[src/lltc_pkg.sv]
// Shared types and constants for the LRU line tag cache.
// No dependencies; imported by the controller, datapath and top level.
package lltc_pkg;

   // Word address width is fixed by the access format.
   localparam int ADDR_W = 7;

   typedef enum logic [0:0] {
      ST_IDLE,
      ST_LOOKUP
   } ctrl_state_type;

   // Commands from the controller to the datapath.
   typedef struct packed {
      logic load;     // capture the line start of a new access
      logic update;   // compare, reorder the list and issue the result
   } dp_cmd_type;

endpackage

[src/lltc_ctrl.sv]
// Controller state machine for the LRU line tag cache.
// Depends on lltc_pkg for the state enum and the command struct.
module lltc_ctrl (
   input  logic                clock,
   input  logic                reset,
   input  logic                start,
   output logic                busy,
   output lltc_pkg::dp_cmd_type cmd
);
   import lltc_pkg::*;

   ctrl_state_type state_ff;
   ctrl_state_type state_in;

   always_ff @(posedge clock) begin
      if (reset) begin
         state_ff <= ST_IDLE;
      end else begin
         state_ff <= state_in;
      end
   end

   always_comb begin
      case (state_ff)
         ST_IDLE: begin
            state_in = start ? ST_LOOKUP : ST_IDLE;
         end
         ST_LOOKUP: begin
            state_in = ST_IDLE;
         end
         default: begin
            state_in = ST_IDLE;
         end
      endcase
   end

   always_comb begin
      busy       = 1'b0;
      cmd.load   = 1'b0;
      cmd.update = 1'b0;
      case (state_ff)
         ST_IDLE: begin
            cmd.load = start;
         end
         ST_LOOKUP: begin
            busy       = 1'b1;
            cmd.update = 1'b1;
         end
         default: begin
            busy = 1'b0;
         end
      endcase
   end

endmodule

[src/lltc_datapath.sv]
// Datapath for the LRU line tag cache: line start table, tag list with
// valid bits, parallel compare, LRU reorder and result registers.
// Depends on lltc_pkg for the address width and the command struct.
module lltc_datapath #(
   parameter int NUM_LINES  = 5,
   parameter int LINE_WORDS = 12,
   parameter int MEM_WORDS  = 128
) (
   input  logic                         clock,
   input  logic                         reset,
   input  lltc_pkg::dp_cmd_type          cmd,
   input  logic [lltc_pkg::ADDR_W-1:0]  word_address,
   output logic                         rsp_valid,
   output logic                         rsp_hit,
   output logic [lltc_pkg::ADDR_W-1:0]  rsp_line_base,
   output logic                         rsp_evicted_valid,
   output logic [lltc_pkg::ADDR_W-1:0]  rsp_evicted_line
);
   import lltc_pkg::*;

   localparam int ADDR_SPAN = 1 << ADDR_W;

   // Constant table: wrapped address rounded down to its line start.
   logic [ADDR_W-1:0] start_lut [ADDR_SPAN];

   for (genvar a = 0; a < ADDR_SPAN; a++) begin : g_lut
      localparam int LineStart = ((a % MEM_WORDS) / LINE_WORDS) * LINE_WORDS;
      assign start_lut[a] = ADDR_W'(LineStart);
   end

   logic [ADDR_W-1:0] tag_ff;
   logic [ADDR_W-1:0] line_tags_ff [NUM_LINES];
   logic [ADDR_W-1:0] line_tags_in [NUM_LINES];
   logic [NUM_LINES-1:0] tag_valid_ff;
   logic [NUM_LINES-1:0] tag_valid_in;
   logic [NUM_LINES-1:0] match;
   logic [NUM_LINES-1:0] shift_en;
   logic hit;
   logic evict;

   logic                rsp_valid_ff;
   logic                rsp_hit_ff;
   logic [ADDR_W-1:0]   rsp_line_base_ff;
   logic                rsp_evicted_valid_ff;
   logic [ADDR_W-1:0]   rsp_evicted_line_ff;

   always_comb begin
      logic seen;
      for (int i = 0; i < NUM_LINES; i++) begin
         match[i] = tag_valid_ff[i] && (line_tags_ff[i] == tag_ff);
      end
      hit = |match;
      evict = !hit && tag_valid_ff[NUM_LINES-1];
      // An entry moves back when it sits at or before the hit, or on any miss.
      seen = 1'b0;
      for (int i = NUM_LINES - 1; i >= 0; i--) begin
         seen        = seen | match[i];
         shift_en[i] = !hit || seen;
      end
      line_tags_in[0] = tag_ff;
      tag_valid_in[0] = 1'b1;
      for (int i = 1; i < NUM_LINES; i++) begin
         line_tags_in[i] = shift_en[i] ? line_tags_ff[i-1] : line_tags_ff[i];
         tag_valid_in[i] = shift_en[i] ? tag_valid_ff[i-1] : tag_valid_ff[i];
      end
   end

   always_ff @(posedge clock) begin
      if (cmd.load) begin
         tag_ff <= start_lut[word_address];
      end
      if (cmd.update) begin
         for (int i = 0; i < NUM_LINES; i++) begin
            line_tags_ff[i] <= line_tags_in[i];
         end
         rsp_hit_ff           <= hit;
         rsp_line_base_ff     <= tag_ff;
         rsp_evicted_valid_ff <= evict;
         rsp_evicted_line_ff  <= evict ? line_tags_ff[NUM_LINES-1] : '0;
      end
   end

   always_ff @(posedge clock) begin
      if (reset) begin
         tag_valid_ff <= '0;
         rsp_valid_ff <= 1'b0;
      end else begin
         if (cmd.update) begin
            tag_valid_ff <= tag_valid_in;
         end
         rsp_valid_ff <= cmd.update;
      end
   end

   assign rsp_valid         = rsp_valid_ff;
   assign rsp_hit           = rsp_hit_ff;
   assign rsp_line_base     = rsp_line_base_ff;
   assign rsp_evicted_valid = rsp_evicted_valid_ff;
   assign rsp_evicted_line  = rsp_evicted_line_ff;

endmodule

[src/lru_line_tag_cache_top.sv]
// Top level of the LRU line tag cache: controller plus datapath.
// Depends on lltc_pkg, lltc_ctrl and lltc_datapath.
//
// Usage:
//   Drive req_word_address and raise start; the access transfers at the
//   rising edge where start is high and busy is low. busy then stays high
//   for one cycle while the tag list is compared and reordered.
//   One result per access appears on the rsp_ ports for exactly one cycle,
//   marked by rsp_valid, in the cycle after the lookup; it is taken at the
//   rising edge that ends that cycle. The receiver cannot stall; a result
//   is taken in the cycle it is shown. A new access is not accepted while
//   busy is high, since the controller's lookup state owns the tag list
//   for each access.
//   rsp_line_base is the wrapped address rounded down to a line start;
//   on a miss with a full list the oldest line is reported as evicted,
//   otherwise rsp_evicted_line reads zero.
//   Reset (synchronous, active high) clears the valid bits and the
//   controller; tags are left as they are and never read until written.
module lru_line_tag_cache_top #(
   parameter int NUM_LINES  = 5,
   parameter int LINE_WORDS = 12,
   parameter int MEM_WORDS  = 128
) (
   input  logic                         clock,
   input  logic                         reset,
   input  logic                         start,
   output logic                         busy,
   input  logic [lltc_pkg::ADDR_W-1:0]  req_word_address,
   output logic                         rsp_valid,
   output logic                         rsp_hit,
   output logic [lltc_pkg::ADDR_W-1:0]  rsp_line_base,
   output logic                         rsp_evicted_valid,
   output logic [lltc_pkg::ADDR_W-1:0]  rsp_evicted_line
);
   import lltc_pkg::*;

   dp_cmd_type cmd;

   lltc_ctrl u_ctrl (
      .clock (clock),
      .reset (reset),
      .start (start),
      .busy  (busy),
      .cmd   (cmd)
   );

   lltc_datapath #(
      .NUM_LINES  (NUM_LINES),
      .LINE_WORDS (LINE_WORDS),
      .MEM_WORDS  (MEM_WORDS)
   ) u_datapath (
      .clock             (clock),
      .reset             (reset),
      .cmd               (cmd),
      .word_address      (req_word_address),
      .rsp_valid         (rsp_valid),
      .rsp_hit           (rsp_hit),
      .rsp_line_base     (rsp_line_base),
      .rsp_evicted_valid (rsp_evicted_valid),
      .rsp_evicted_line  (rsp_evicted_line)
   );

   a_accept_busy: assert property (@(posedge clock) disable iff (reset)
      (start && !busy) |=> busy)
      else $error("accepted access did not enter lookup");

   a_busy_one_cycle: assert property (@(posedge clock) disable iff (reset)
      busy |=> (!busy && rsp_valid))
      else $error("lookup did not finish with a result");

   a_rsp_after_busy: assert property (@(posedge clock) disable iff (reset)
      rsp_valid |-> $past(busy))
      else $error("result without a lookup");

   a_hit_no_evict: assert property (@(posedge clock) disable iff (reset)
      (rsp_valid && rsp_hit) |-> (!rsp_evicted_valid && rsp_evicted_line == '0))
      else $error("hit reported an eviction");

endmodule

[config.mk]
export PLATFORM = sky130hd
export DESIGN_NAME = lru_line_tag_cache_top
export DESIGN_NICKNAME = d
export VERILOG_FILES = /design/src/lltc_pkg.sv /design/src/lltc_ctrl.sv /design/src/lltc_datapath.sv /design/src/lru_line_tag_cache_top.sv
export SDC_FILE = /design/constraint.sdc
export NUM_CORES = 1
export LEC_CHECK = 0
export CAP_MARGIN = 20
export CORE_MARGIN = 8
export CORE_UTILIZATION = 55
export CTS_CLUSTER_SIZE = 28
export DETAILED_ROUTE_END_ITERATION = 16
export DONT_BUFFER_PORTS = 1
export PLACE_DENSITY = 0.79
export SYNTH_ARGS = -nofsm -noshare
export SYNTH_HDL_FRONTEND = slang
export SYNTH_SLANG_ARGS = --single-unit
[constraint.sdc]
create_clock -name clock -period 4.4 [get_ports clock]
set_clock_uncertainty 0.1 [all_clocks]
set_input_delay 0.66 -clock clock [delete_from_list [all_inputs] [get_ports clock]]
set_output_delay 0.66 -clock clock [all_outputs]
set_load 0.02 [all_outputs]
==> summary.txt <==
Die
  – Die Span Y: 76.4 um
  – Total die area: 5840 um2
  – Initial Util: 56.2%
  – Ports: 28
  – Chip Width: 76.4 um
  – Core area: 3580 um2
  – Rows: 22

Timing
  – Final setup violation count: 0
  – Setup total negative slack: 0 ns
  – Fmax: 410 MHz
  – Final Hold Viols: 0
  – Crit share post-route: 55.5%
  – Slew Limit Fails: 0
  – Least-Margin Pin Slew: 0.949 ns
  – RSZ-0062 raised after global routing: no
  – Slew headroom: 36.7%
  – Fin crit period: 2.44 ns

Synthesis
  – Distinct cells, synth: 31
  – Seq/Total Area, Yosys: 62.3%
  – Syn Area/Cell: 12.9 um2
  – Post-synth top area share: 55.3%
  – Synth area leader: edfxtp_1
  – FF+latch count, synth: 44
  – Total of warnings raised by yosys: 0
  – Cells after Synth: 156
  – Mapped cell area: 2010 um2
  – Synth top area cells: edfxtp_1, xor2_1, dfxtp_1

Routing
  – Via count: 1077
  – Routed wire length: 3090 um
  – Routed Antenna Nets: 0
  – Drt pass-1 iters: 4
  – DRC: 0
  – WL/cell: 15.6 um
  – Initial DRC Count: 61
  – Vias per std cell: 5.44

Layout
  – Commonest non-fill, non-tap cell in the layout: edfxtp_1
  – Share of layout cells above drive strength 1: 6.67%
  – Core Util, Final: 56.8%
  – P&R area growth vs syn: 1.12%
  – Ant. Diodes: 0
  – Total Nets Final: 159
  – Commonest non-fill, non-tap cells in the layout: edfxtp_1, xor2_1, nor2_1, dfxtp_1

Power
  – Peak VDD IR: 0.210 mV
  – Power per cell area: 365 nW/um2
  – P_leak: 0.000717 uW

Global route
  – Vias in the first global route: 1130
  – Gr ovfl total: 0
  – Antenna violations before repair: 0
  – First-pass GRT wire length: 5180 um
  – Largest net degree at the start of global routing: 19
  – Gr usage total: 10.9%

Placed design
  – GPL Wtd Cong: 0.751
  – DP HPWL: 2330 um
  – I/O Buffers: 0

Worst setup path
  – Worst setup path class: reg2reg
  – R2r setup slk: 1.96 ns
  – R2r startpoint: u_datapath.tag_ff[5]
  – Critical Path AT: 2.32 ns
  – Setup crit end kind: flop
  – CP required: 4.28 ns
  – RR Endpoint: u_datapath.line_tags_ff[0][13]
  – CP Launch Type: flop
  – Worst Path Max Fanout: 6
  – Reg2reg path depth: 5

Clocking
  – Post-CTS Hold Buffers: 0
  – Clock Tree Buf Depth: 2
  – Number of buffers created by CTS: 5
  – CTS root buf: clkbuf_4
  – Post-CTS Setup Bufs: 0
  – Clock Latency Late Sink: 0.34 ns
  – Resized cells post-CTS: 0
  – CTS H-Tree Depth: 2
  – Clock Sinks: 44
  – Clock transition at path regs: 0.12 ns
  – CTS tree: built

Hold path
  – Hold Path Depth: 1
  – Hold Path Origin: reset
  – Worst hold path class: in2reg
  – Min-Delay Endpoint: u_datapath.rsp_valid

Run
  – Max-cap violations: 0

Status
  – Run status: completed
==> cells in the mapped netlist (all sizes together) <==
cell type and n:
o21a 2, o31a 1, a32o 1, o31ai 3, mux2i 4, a221oi 2, xnor2 6, clkbuf 3
nor3 4, o22ai 1, a21oi 4, conb 1, o2111a 1, nor2 7, edfxtp 37, inv 4
and2 6, buf 14, nor4 5, dfxtp 7, and3 5, nand2b 6, xor2 20, o21ai 2
a31oi 1, nand3 1, nor2b 3, nand2 5
==> worst max path at each step <==
stage	start	endpoint	slack, ns	cells past startpoint
floorplan	u_datapath.tag_ff[2]	u_datapath.line_tags_ff[0][10]	2.33	6
global placement	u_datapath.tag_ff[5]	u_datapath.line_tags_ff[0][13]	2.03	5
detailed placement	u_datapath.tag_ff[5]	u_datapath.line_tags_ff[0][13]	1.97	5
CTS	u_datapath.tag_ff[5]	u_datapath.line_tags_ff[0][12]	1.94	5
global route	u_datapath.tag_ff[5]	u_datapath.line_tags_ff[0][18]	1.80	5
finish	u_datapath.tag_ff[5]	u_datapath.line_tags_ff[0][13]	1.96	5
==> where the power goes <==
part	total [uW]	internal [uW]	switching, uW
sequential	498	472	26.7
clock	196	76.2	120
combinational	48.4	22.9	25.5
total	743	571	172
==> area by class of cell <==
| type | instances | area [um2] |
|---|---|---|
| Inverter | 4 | 15.0 |
| Clock buffer | 6 | 51.3 |
| Multi-Input combinational cell | 94 | 644 |
| Fill cell | 315 | 1550 |
| Tap cell | 48 | 60.1 |
| Clock inverter | 2 | 10.0 |
| Sequential cell | 44 | 1250 |
==> metal layers <==
layer  vias to the layer above  share of wire, %  track usage [%]
met5                         -                 0                0
met4                         0               1.0             4.04
met3                         5               6.2             4.60
met2                        24                54             20.4
met1                       523                39             10.1
li1                        525                 -                -
==> kinds of logic (layout without fill, tap and decap cells) <==
group | count (synthesis) | count (layout) | synth area share (%)
XOR/XNOR | 26 | 26 | 11.3
AO/OA/AOI/OAI | 18 | 18 | 6.41
buffers and inverters | 21 | 12 | 6.23
flip-flops | 44 | 44 | 62.3
multiplexers | 4 | 4 | 1.99
AND/OR/NAND/NOR | 42 | 42 | 11.6
other | 1 | 4 | 0.187
==> per-stage QoR <==
stage	cell area (um2)	total power, uW	hold WS [ns]	setup slack (ns)	instances
finish	2030	743	0.267	1.96	198
CTS	2030	754	0.247	1.94	198
global placement	1970	554	0.349	2.03	190
floorplan	2020	555	0.321	2.33	159
detailed placement	1970	557	0.361	1.97	190
global route	2030	776	0.239	1.80	198
==> worst max-delay path, cell delays in order (launching register included) <==
cell and delay (ns):
edfxtp_1 0.55, xor2_1 0.22, nor4_1 0.32, and3_1 0.26
nor3_1 0.11, a31oi_1 0.52
==> registers in the layout, indices dropped and copies added (netlist names) <==
signal,count
u_datapath.rsp_evicted_valid,1
u_datapath.rsp_valid,1
u_datapath.tag_ff,5
u_datapath.rsp_hit,1
u_datapath.line_tags_ff,25
u_datapath.tag_valid_ff,5
u_datapath.rsp_evicted_line,5
u_ctrl.state_ff,1
Power figures use the tool's default switching activity.
